<file path="config.mk">
export PLATFORM = sky130hd
export DESIGN_NAME = wpd_ctrl
export DESIGN_NICKNAME = d
export VERILOG_FILES = /design/src/rtl/wpd_pkg.sv /design/src/rtl/wpd_ctrl.sv
export SDC_FILE = /design/constraint.sdc
export NUM_CORES = 1
export LEC_CHECK = 0
export ABC_CLOCK_PERIOD_IN_PS = 1400
export BUFFER_PORTS_ARGS = -buffer_cell sky130_fd_sc_hd__buf_2
export CAP_MARGIN = 20
export CORE_AREA = 4 4 41 43
export CTS_BUF_LIST = sky130_fd_sc_hd__clkbuf_2
export DETAILED_ROUTE_END_ITERATION = 7
export DIE_AREA = 0 0 45 47
export PLACE_DENSITY = 0.5
export SYNTH_ARGS = -nofsm -noshare
export SYNTH_HDL_FRONTEND = slang
export SYNTH_SLANG_ARGS = --single-unit
</file>
<file path="constraint.sdc">
create_clock -name i_clk -period 1.4 [get_ports i_clk]
set_clock_uncertainty 0.2 [all_clocks]
set_input_delay 0.42 -clock i_clk [delete_from_list [all_inputs] [get_ports i_clk]]
set_output_delay 0.42 -clock i_clk [all_outputs]
set_load 0.01 [all_outputs]
</file>
<file path="src/rtl/wpd_pkg.sv">
// Package for the windowed peak detector: item payload structs, command and
// status structs between controller and datapath, register index codes.
// No dependencies.
`default_nettype none

package wpd_pkg;

    localparam int SMP_W  = 12;   // sample and intensity width
    localparam int PIX_W  = 12;   // pixel index width
    localparam int THR_W  = 13;   // threshold register width
    localparam int DIST_W = 8;    // min_distance register width
    localparam int OFF_W  = DIST_W + 1;  // offset within a window of 2d+1
    localparam int CFG_W  = 13;   // widest configuration register
    localparam int CIDX_W = 1;    // configuration index width

    localparam logic [CIDX_W-1:0] CFG_THRESHOLD    = 1'b0;
    localparam logic [CIDX_W-1:0] CFG_MIN_DISTANCE = 1'b1;

    localparam logic [THR_W-1:0]  THR_RESET  = 13'd1000;
    localparam logic [DIST_W-1:0] DIST_RESET = 8'd20;

    typedef struct packed {
        logic [SMP_W-1:0] sample;
        logic             frame_start;
    } t_in;

    typedef struct packed {
        logic             is_peak;
        logic [PIX_W-1:0] peak_pixel;
        logic [SMP_W-1:0] peak_intensity;
        logic             frame_end;
    } t_out;

    // controller -> datapath
    typedef struct packed {
        logic accept;       // take the input item, store its sample
        logic rd_center;    // read the judged pixel from the window store
        logic load_center;  // capture the judged value, start the threshold test
        logic sweep;        // issue one window read and advance
        logic load_out;     // move the result into the output register
    } t_wpd_cmd;

    // datapath -> controller
    typedef struct packed {
        logic judge;        // the current item judges a pixel
        logic last_issue;   // the sweep read now issued is the last one
        logic out_free;     // output register can take a result this cycle
    } t_wpd_sts;

endpackage

`default_nettype wire

</file>
<file path="src/rtl/wpd_ctrl.sv">
// Controller of the windowed peak detector: sequences accept, center read,
// window sweep and result hand-off. Depends on wpd_pkg.
`default_nettype none

module wpd_ctrl (
    input  wire                  i_clk,
    input  wire                  i_rst_n,
    input  wire                  i_in_valid,
    output logic                 o_in_stall,
    input  wpd_pkg::t_wpd_sts    i_sts,
    output wpd_pkg::t_wpd_cmd    o_cmd
);
    import wpd_pkg::*;

    typedef enum logic [2:0] {
        S_IDLE,
        S_CENTER,
        S_VAL,
        S_SWEEP,
        S_LAST,
        S_OUT
    } t_state;

    t_state r_state;
    t_state n_state;
    logic   r_in_stall;

    always_comb begin
        o_cmd   = '0;
        n_state = r_state;
        case (r_state)
            S_IDLE: begin
                if (i_in_valid) begin
                    o_cmd.accept = 1'b1;
                    n_state      = S_CENTER;
                end
            end
            S_CENTER: begin
                if (i_sts.judge) begin
                    o_cmd.rd_center = 1'b1;
                    n_state         = S_VAL;
                end else begin
                    n_state = S_OUT;
                end
            end
            S_VAL: begin
                o_cmd.load_center = 1'b1;
                n_state           = S_SWEEP;
            end
            S_SWEEP: begin
                o_cmd.sweep = 1'b1;
                if (i_sts.last_issue) begin
                    n_state = S_LAST;
                end
            end
            S_LAST: begin
                // last window sample is compared on this edge
                n_state = S_OUT;
            end
            S_OUT: begin
                if (i_sts.out_free) begin
                    o_cmd.load_out = 1'b1;
                    n_state        = S_IDLE;
                end
            end
            default: begin
                n_state = S_IDLE;
            end
        endcase
    end

    always_ff @(posedge i_clk) begin
        if (!i_rst_n) begin
            r_state    <= S_IDLE;
            r_in_stall <= 1'b0;
        end else begin
            r_state    <= n_state;
            r_in_stall <= (n_state != S_IDLE);
        end
    end

    assign o_in_stall = r_in_stall;

endmodule

`default_nettype wire

</file>
=== After elaboration in Yosys (flattened, before gate mapping) ===
Cells that the tools add are included.
W data, S select, Z words.

* Register bits: 4
* Input port bits: 6
* Output and inout bits: 6
* Word-level logic and storage cells: 22

* Equality and inequality tests: 5
* Muxes and demuxes: 13
* Reduce and logical (&&, ||, !) cells: 2

{| class="wikitable"
|+ Operator list
! operator !! count
|-
| $pmux W3 S6 || 1
|-
| $mux W3 || 4
|-
| $mux W1 || 8
|-
| $eq A3 B2 Y1 const B || 2
|-
| $eq A3 B3 Y1 const B || 2
|-
| $eq A3 B1 Y1 const B || 1
|-
| $logic_not A3 Y1 || 1
|-
| $reduce_bool A3 Y1 || 1
|}

=== Logic depth before layout (Yosys ltp) ===
Gate-level depths: netlist (run 1).

* Depth after elaboration: 3
* Depth in mapped cells: 4
* Mapped depth without buffers: 3

=== Worst setup path after synthesis (run 1) ===
Ideal clock, no wire load.

* Kind: register to output
* From: reg r_state[2]
* To: out o_cmd[4] (netlist bit)
* Arrival: 0.929 ns
* Required time: 0.780 ns
* Path slack: -0.149 ns
* Cell stages (with the launch flop): 3
* Buffers on the path: 1
* Cells stage by stage: dfxtp_1 buf_2 nor4b_1

{| class="wikitable"
|+ RTL lines
! element !! RTL line !! text
|-
| start: declaration || wpd_ctrl.sv:24 || <nowiki>t_state r_state;</nowiki>
|-
| start signal: assignment || wpd_ctrl.sv:77 || <nowiki>r_state <= n_state;</nowiki>
|-
| end: declaration || wpd_ctrl.sv:11 || <nowiki>output wpd_pkg::t_wpd_cmd o_cmd</nowiki>
|}

==> results of run 1 <==
[sequential cells by signal, summed over array words and instances, names as in the netlist]
register / count
o_in_stall: 1
r_state: 3
[layout make-up]
type,count,area [sq um],share of cell area
clock buffers,3,15.0,0.0288
multi-input cells,23,211,0.405
flip-flops and latches,4,88.8,0.170
well taps,15,18.8,0.0360
repair buffers,25,188,0.360
[layer usage]
layer / part of all wire / global-route usage / routed length, microns
met1: 0.44 / 0.0932 / 364
met2: 0.48 / 0.141 / 399
met3: 0.085 / 0.0345 / 71
met4: 0 / 0.0351 / 0
met5: 0 / 0 / 0
[per-stage QoR]
stage          worst slack [ns]  hold slack, ns  total power, uW  TNS, ns
5_1_grt                  -0.374           0.246              559    -2.11
2_1_floorplan           -0.0706           0.338              263   -0.128
3_3_place_gp             -0.143           0.465              358   -0.730
3_5_place_dp             -0.156           0.470              358   -0.776
6_report                 -0.295           0.268              521    -1.62
4_1_cts                  -0.290           0.252              500    -1.52
[critical path: stages, from the launching register on]
cell and delay, ns:
dfxtp_4 0.35, buf_4 0.13, buf_6 0.10, and3b_1 0.16, buf_2 0.13
[Yosys cell counts]
cell	number	area, sq um
a311oi_1	1	8.76
nand2b_1	1	6.26
nor2b_1	1	6.26
a21bo_2	1	10.0
o21a_1	2	15.0
and3_1	1	6.26
or2b_1	1	7.51
dfxtp_1	4	80.1
nor3_1	1	5.00
nand2_1	1	3.75
buf_2	3	15.0
and2_1	1	6.26
a22oi_1	1	7.51
nor3b_1	3	22.5
a21oi_1	1	5.00
o21bai_1	1	7.51
o211ai_2	1	12.5
and3b_1	1	8.76
or4b_4	1	13.8
nand4b_1	1	8.76
o21ai_1	1	5.00
nor4b_1	1	8.76
[power breakdown]
part | leakage [uW] | internal, uW | switching (uW)
sequential | 0.0000348 | 135 | 23.6
clock | 0.0000125 | 57.6 | 41.5
combinational | 0.000211 | 163 | 99.7
total | 0.000258 | 356 | 165
[repair_timing]
action / CTS / global route
pin swaps: 2 / 3
gates resized for setup: 8 / 5
gates cloned: 0 / 0
setup endpoints to repair: 8 / 8
hold buffers: 0 / 0
buffers inserted: 3 / 2
[logic make-up after synthesis]
family / count (synthesis) / synth area share
flops: 4 / 0.296
buf+inv: 3 / 0.0555
compound gates: 9 / 0.264
simple gates: 14 / 0.384
[path summary, 6_finish.rpt]
kind / cells past startpoint / slack, ns / to / from
worst max-delay path: 4 / -0.29 / o_cmd[1] / r_state[1]
worst min register to register: 2 / 0.45 / r_state[0] / r_state[2]
worst min-delay path: 2 / 0.27 / r_state[0] / i_rst_n
worst max register to register: 4 / -0.14 / r_state[2] / r_state[1]
[placed cells by master, fill, tap and decap left out, drive strengths merged]
cell type	n
nor4b	1
nand2b	1
buf	25
nor3b	3
and3b	1
or4b	1
o21ai	1
and2	1
a22oi	1
or2b	1
nand4b	1
nor2b	1
and3	1
nand2	1
clkbuf	3
o211ai	1
a21bo	1
a311oi	1
o21a	2
o21bai	1
a21oi	1
nor3	1
dfxtp	4
==> impl_metrics.json, run 1 <==
{
  "status": "finished, violations left",
  "violations": "setup timing",
  "endpoint_kind": "output pin",
  "cts-root-buf": "clkbuf_2",
  "cp_max_fo": 5,
  "layout.nets": 63,
  "fin_area_sq_um": 522,
  "stdcell_count": 70,
  "ys_seq_elements": 4,
  "ant_nets": 0,
  "ir_worst_vdd_v": 0.000516,
  "syn_inst": 30,
  "cts_tree": "yes",
  "io_pins": 12,
  "track_usage": 0.0837,
  "grt_max_degree": 11,
  "slew_headroom": 0.836,
  "maxCapViolCount": 0,
  "grt_overflow_total": 0,
  "diodes": 0,
  "yosysWarnings": 0,
  "avgSynthCellArea_sq_um": 9.01,
  "drtIter0Drc": 6,
  "p_leak_uw": 0.000258,
  "vias": 324,
  "dp_cells": 62,
  "htreeDepth": 1,
  "fp.dieArea_sq_um": 2120,
  "start_util": 0.208,
  "clkSlewWorstSetupHoldPaths_ns": 0.04,
  "period_needed_ns": 1.69,
  "clockBufferDepth": 2,
  "grt_pass1_wl_microns": 1250,
  "first_pass_iters": 4,
  "clkSinkCount": 4,
  "utilization": 0.401,
  "coreArea_sq_um": 1300,
  "port_buffers": 11,
  "drc": 0,
  "grt_pass1_vias": 307,
  "synth_nets": 36,
  "antenna_found_initial": 0,
  "tightest_slew_ns": 0.244,
  "cp_data_required_time_ns": 0.78,
  "power.density_nw_per_um2": 999,
  "path_class": "reg2out",
  "wl_per_cell_microns": 11.9,
  "synthDistinctLibCells": 22,
  "fillers": 153,
  "finalHoldViolCount": 0,
  "worst_skew_pair.late_latency_ns": 0.20,
  "syn2layout_area_growth_pct": 93.1,
  "fp.dieW_microns": 45,
  "fmax_mhz": 590,
  "post-dp-hpwl_microns": 518,
  "place.gp.congestion": 0.754,
  "fp-row-count": 13,
  "post-route-period-util": 1.21,
  "start_kind": "flop",
  "drive_above_1_share": 0.709,
  "maxSlewViolCount": 0,
  "min_path_type": "in2reg",
  "dpl_cell_area_sq_um": 420,
  "cts-buffers-inserted": 3,
  "ys_seq_area_frac": 0.296,
  "viasPerCell": 4.63,
  "drt_wl_total_microns": 834,
  "die_h_microns": 47,
  "cp.arrival_ns": 1.07,
  "fin_ws_ns": -0.295,
  "setup_viol": 8,
  "rsz0062_at_grt": "yes",
  "synth_area_sq_um": 270
}
Power figures use the tool's default switching activity.
==> run 2: changes to the inputs <==
--- a/config.mk
+++ b/config.mk
@@ -5,6 +5,7 @@
 export SDC_FILE = /design/constraint.sdc
 export NUM_CORES = 1
 export LEC_CHECK = 0
+export ABC_AREA = 1
 export ABC_CLOCK_PERIOD_IN_PS = 1400
 export BUFFER_PORTS_ARGS = -buffer_cell sky130_fd_sc_hd__buf_2
 export CAP_MARGIN = 20
@@ -12,7 +13,7 @@
 export CTS_BUF_LIST = sky130_fd_sc_hd__clkbuf_2
 export DETAILED_ROUTE_END_ITERATION = 7
 export DIE_AREA = 0 0 45 47
-export PLACE_DENSITY = 0.5
+export PLACE_DENSITY = 0.47
 export SYNTH_ARGS = -nofsm -noshare
 export SYNTH_HDL_FRONTEND = slang
 export SYNTH_SLANG_ARGS = --single-unit
==> impl_metrics.json, run 2 <==
{
  "drive_above_1_share": 0.589,
  "period_needed_ns": 1.58,
  "ant_nets": 0,
  "yosysWarnings": 0,
  "viasPerCell": 3.87,
  "start_kind": "flop",
  "fp.dieArea_sq_um": 2120,
  "port_buffers": 11,
  "stdcell_count": 71,
  "cts-root-buf": "clkbuf_2",
  "cp_max_fo": 4,
  "post-route-period-util": 1.13,
  "most-common-layout-cells": "buf_2, inv_1, nand3_1, buf_4, nand2_1",
  "clockBufferDepth": 2,
  "violations": "setup timing",
  "fmax_mhz": 635,
  "synth-simple-area-share": 0.418,
  "rr_startpoint": "r_state[1]",
  "ir_worst_vdd_v": 0.000239,
  "largest_register_ffs": 3,
  "synth_nets": 42,
  "post-dp-hpwl_microns": 439,
  "diodes": 0,
  "first_pass_iters": 3,
  "ys_top_cells_by_count": "inv_1, nand2_1, nand3_1, dfxtp_1",
  "synth_xor_area_frac": 0,
  "min_path_type": "in2reg",
  "avgSynthCellArea_sq_um": 6.40,
  "fp.dieW_microns": 45,
  "yosysTopAreaCell": "dfxtp_1",
  "dpl_cell_area_sq_um": 342,
  "r2r_cells": 6,
  "ys_seq_area_frac": 0.348,
  "cp.arrival_ns": 0.96,
  "yosys.area_share.adder": 0,
  "reg2reg_slack_ns": 0.14,
  "synthDistinctLibCells": 11,
  "wl_per_cell_microns": 7.79,
  "vias": 275,
  "syn2layout_area_growth_pct": 79.3,
  "setup_viol": 5,
  "cts-hold-fix-buffers": 0,
  "clkSlewWorstSetupHoldPaths_ns": 0.05,
  "grt_overflow_total": 0,
  "power.density_nw_per_um2": 1120,
  "slew_headroom": 0.896,
  "clkSinkCount": 4,
  "hold_depth": 3,
  "final_common_cell": "buf_2",
  "htreeDepth": 1,
  "worst_skew_pair.late_latency_ns": 0.20,
  "yosys_most_used_dff": "dfxtp_1",
  "p_leak_uw": 0.000241,
  "status": "finished, violations left",
  "endpoint_kind": "output pin",
  "synth_compound_area_frac": 0.0707,
  "cp_data_required_time_ns": 0.78,
  "maxSlewViolCount": 0,
  "drtIter0Drc": 4,
  "grt_pass1_wl_microns": 931,
  "track_usage": 0.0631,
  "syn_inst": 36,
  "rsz0062_at_grt": "yes",
  "grt_pass1_vias": 248,
  "synthArstFlopShare": 0,
  "synth_area_sq_um": 230,
  "drc": 0,
  "synth.top_cell.area_share": 0.348,
  "ys_seq_elements": 4,
  "io_pins": 12,
  "worstReg2RegEnd": "o_in_stall",
  "maxCapViolCount": 0,
  "grt_max_degree": 6,
  "layout.nets": 64,
  "cts-buffers-inserted": 3,
  "tightest_slew_ns": 0.155,
  "synth_area_leaders": "dfxtp_1, nand3_1, inv_1, nand2_1, nor2_2",
  "cts_tree": "yes",
  "dp_cells": 67,
  "coreArea_sq_um": 1300,
  "fin_ws_ns": -0.175,
  "place.gp.congestion": 0.700,
  "min_to": "r_state[1]",
  "drt_wl_total_microns": 553,
  "fillers": 152,
  "antenna_found_initial": 0,
  "top_register": "r_state",
  "die_h_microns": 47,
  "synth-edff-count": 0,
  "hold_start": "i_rst_n",
  "fp-row-count": 13,
  "synthMuxAreaShare": 0,
  "start_util": 0.177,
  "finalHoldViolCount": 0,
  "fin_area_sq_um": 413,
  "synth_top_family_by_area": "simple AND/OR/NAND/NOR gates",
  "path_class": "reg2out"
}
[run 2: timing repair]
action                     CTS  global route
setup endpoints to repair    5             5
resized for setup           13             2
pin swaps                    2             2
setup buffers                0             1
[run 2: where the power goes]
| part | leakage [uW] | switching (uW) | total, uW | internal, uW |
|---|---|---|---|---|
| Clock | 0.0000125 | 45.7 | 103 | 57.7 |
| Sequential | 0.0000348 | 23.4 | 166 | 142 |
| Combinational | 0.000194 | 98.2 | 195 | 96.7 |
[run 2: worst max-delay path, stage by stage, from the launching register on]
cell	delay, ns
dfxtp_4	0.37
inv_4	0.04
nor2_4	0.08
nand2_2	0.07
nor2_4	0.09
buf_6	0.11
[run 2: area by class of cell]
| class | instances | area, sq um | area share |
|---|---|---|---|
| clock buffer | 3 | 15.0 | 0.0364 |
| inverter | 10 | 42.5 | 0.103 |
| multi-input combinational | 22 | 135 | 0.327 |
| sequential | 4 | 88.8 | 0.215 |
| tap | 15 | 18.8 | 0.0455 |
| timing repair buffer | 17 | 113 | 0.273 |
[run 2: stage by stage]
step / setup TNS, ns / hold WS (ns) / util / worst slack (ns) / total power [uW]
after detailed placement: -0.144 / 0.466 / 0.263 / -0.0591 / 324
after floorplan: 0 / 0.325 / - / 0.0429 / 248
final: -0.688 / 0.264 / 0.317 / -0.175 / 464
after global routing: -1.08 / 0.264 / 0.317 / -0.270 / 509
after global placement: -0.154 / 0.457 / 0.263 / -0.0613 / 324
after CTS: -0.808 / 0.253 / 0.308 / -0.196 / 462
[run 2: routing by layer]
layer / vias to the layer above / track usage / part of all wire
met1: 117 / 0.0748 / 0.44
li1: 150 / - / -
met4: 0 / 0.0702 / 0
met3: 0 / 0.0115 / 0.096
met2: 8 / 0.0904 / 0.46
met5: - / 0 / 0
[run 2: kinds of logic (layout without fill, tap and decap cells)]
family	count (synthesis)	count (layout)
AOI/OAI and AO/OA	2	2
buffers and inverters	10	30
DFF	4	4
and+or+nand+nor	20	20
[run 2: how the worst max path moves through the flow]
stage,start,endpoint,slack [ns],cells after the start
after floorplan,i_sts[0],o_cmd[0],0.04,2
after detailed placement,r_state[0],o_cmd[3],-0.06,5
final,r_state[0],o_cmd[3],-0.18,5
after CTS,r_state[0],o_cmd[3],-0.20,5
after global routing,r_state[0],o_cmd[3],-0.27,5
after global placement,r_state[0],o_cmd[3],-0.06,5
==> run 3: changes to the inputs <==
--- a/config.mk
+++ b/config.mk
@@ -13,7 +13,9 @@
 export CTS_BUF_LIST = sky130_fd_sc_hd__clkbuf_2
 export DETAILED_ROUTE_END_ITERATION = 7
 export DIE_AREA = 0 0 45 47
+export GPL_TIMING_DRIVEN = 0
 export PLACE_DENSITY = 0.47
 export SYNTH_ARGS = -nofsm -noshare
 export SYNTH_HDL_FRONTEND = slang
 export SYNTH_SLANG_ARGS = --single-unit
+export TNS_END_PERCENT = 30
==> impl_metrics.json, run 3 (same netlist as run 2, synthesis figures left out) <==
{
  "status": "finished, violations left",
  "violations": "setup timing",
  "dp_cells": 62,
  "critPathTopFamily": "flip-flops",
  "coreArea_sq_um": 1300,
  "clockBufferDepth": 2,
  "min_path_type": "in2reg",
  "largest_register_ffs": 3,
  "final_common_cell": "buf_2",
  "p_int_uw": 263,
  "place_ws_ns": -0.102,
  "tightest_slew_ns": 0.171,
  "cts_tree": "yes",
  "place.gp.congestion": 0.757,
  "cts_setup_buffers": 0,
  "cp_max_fo": 5,
  "fin_ws_ns": -0.198,
  "r2r_cells": 5,
  "grt_max_degree": 6,
  "grt_pass1_wl_microns": 952,
  "cp_data_required_time_ns": 0.78,
  "path_buf_inv": 2,
  "htreeDepth": 1,
  "clkSlewWorstSetupHoldPaths_ns": 0.04,
  "min_to": "r_state[1]",
  "cp.arrival_ns": 0.98,
  "die_h_microns": 47,
  "maxCapViolCount": 0,
  "endpoint_kind": "output pin",
  "critical_path.max_stage_delay_ns": 0.37,
  "drive_above_1_share": 0.480,
  "first_pass_iters": 4,
  "io_pins": 12,
  "port_buffers": 11,
  "stdcell_count": 65,
  "setup-tns-final_ns": -0.689,
  "post-route-period-util": 1.14,
  "clkSinkCount": 4,
  "cts-buffers-inserted": 3,
  "track_usage": 0.0664,
  "rsz0062_at_grt": "yes",
  "p_switching_uw": 148,
  "ir_worst_vdd_v": 0.000427,
  "viasPerCell": 3.54,
  "most-common-layout-cells": "buf_2, inv_1, nand2_1, nand3_1, clkbuf_2",
  "clkPwrFrac": 0.246,
  "layout.nets": 58,
  "p_seq_frac": 0.401,
  "worstReg2RegEnd": "o_in_stall",
  "cpMostUsedCell": "nor2_4",
  "drt_wl_total_microns": 473,
  "syn2layout_area_growth_pct": 50.5,
  "crit_slowest_cell": "dfxtp_4",
  "crit_cells": 5,
  "slew_headroom": 0.886,
  "power.density_nw_per_um2": 1180,
  "wl_per_cell_microns": 7.28,
  "hold_depth": 3,
  "start_kind": "flop",
  "hold_start": "i_rst_n",
  "path_cells": "inv_4 > nor2_4 > nand2_2 > nor2_4 > buf_6",
  "ant_nets": 0,
  "post-dp-hpwl_microns": 410,
  "pwr-share-comb": 0.353,
  "rr_startpoint": "r_state[1]",
  "switching_share": 0.360,
  "p_leak_uw": 0.000210,
  "period_needed_ns": 1.60,
  "drtIter0Drc": 2,
  "worst_skew_pair.late_latency_ns": 0.20,
  "top_register": "r_state",
  "diodes": 0,
  "setup_viol": 5,
  "fmax_mhz": 626,
  "vias": 230,
  "grt_pass1_vias": 240,
  "drc": 0,
  "fp-row-count": 13,
  "antenna_found_initial": 0,
  "finalHoldViolCount": 0,
  "cts-root-buf": "clkbuf_2",
  "maxSlewViolCount": 0,
  "reg2reg_slack_ns": 0.23,
  "grt_overflow_total": 0,
  "fp.dieArea_sq_um": 2120,
  "start_util": 0.177,
  "path_class": "reg2out",
  "fp.dieW_microns": 45,
  "cts-hold-fix-buffers": 0
}
==> run 3: cell types whose count changed in the layout (fill, tap and decap cells not counted), sizes merged <==
cell  previous run  this run
buf             17        11
==> run 3: tightest hold or removal path: stages <==
cell	delay, ns
buf_2	0.11
o21ai_2	0.06
inv_1	0.04
==> run 3: stage by stage <==
| step | total power, uW | area, sq um | hold WS, ns | utilization |
|---|---|---|---|---|
| 3_3_place_gp | 293 | 304 | 0.458 | 0.234 |
| 2_1_floorplan | 248 | 230 | 0.325 | - |
| 4_1_cts | 420 | 344 | 0.238 | 0.264 |
| 6_report | 410 | 347 | 0.256 | 0.266 |
| 3_5_place_dp | 292 | 304 | 0.458 | 0.234 |
| 5_1_grt | 458 | 347 | 0.251 | 0.266 |
==> run 3: worst max path at each step <==
stage	from	endpoint	slack (ns)
floorplan	i_sts[0]	o_cmd[0]	0.04
global placement	r_state[0]	o_cmd[3]	-0.11
detailed placement	r_state[0]	o_cmd[3]	-0.10
CTS	r_state[0]	o_cmd[3]	-0.22
global route	r_state[0]	o_cmd[3]	-0.30
finish	r_state[0]	o_cmd[3]	-0.20
==> run 3: layer usage <==
metal  track usage  wire [microns]  vias up
li1              -               -      137
met1        0.0818             239       85
met2        0.0763             181        8
met3        0.0460              53        0
met4        0.0526               0        0
met5             0               0        -
==> run 3: repair_timing <==
action,4_1_cts,5_1_grt
pin swaps,0,1
resized for setup,9,1
setup endpoints to repair,5,5
==> run 3: cell type report <==
type | count | area [sq um]
clock buffers | 3 | 15.0
fillers | 164 | 955
inverters | 10 | 42.5
multi-input cells | 22 | 120
flip-flops and latches | 4 | 88.8
well taps | 15 | 18.8
repair buffers | 11 | 61.3
==> run 3: power by group through the flow <==
stage	clock network, uW	registers (uW)	logic, uW
detailed placement	0	158	134
global placement	0	159	134
CTS	109	164	148
finish	101	165	145
global route	122	168	168
floorplan	0	161	86.8
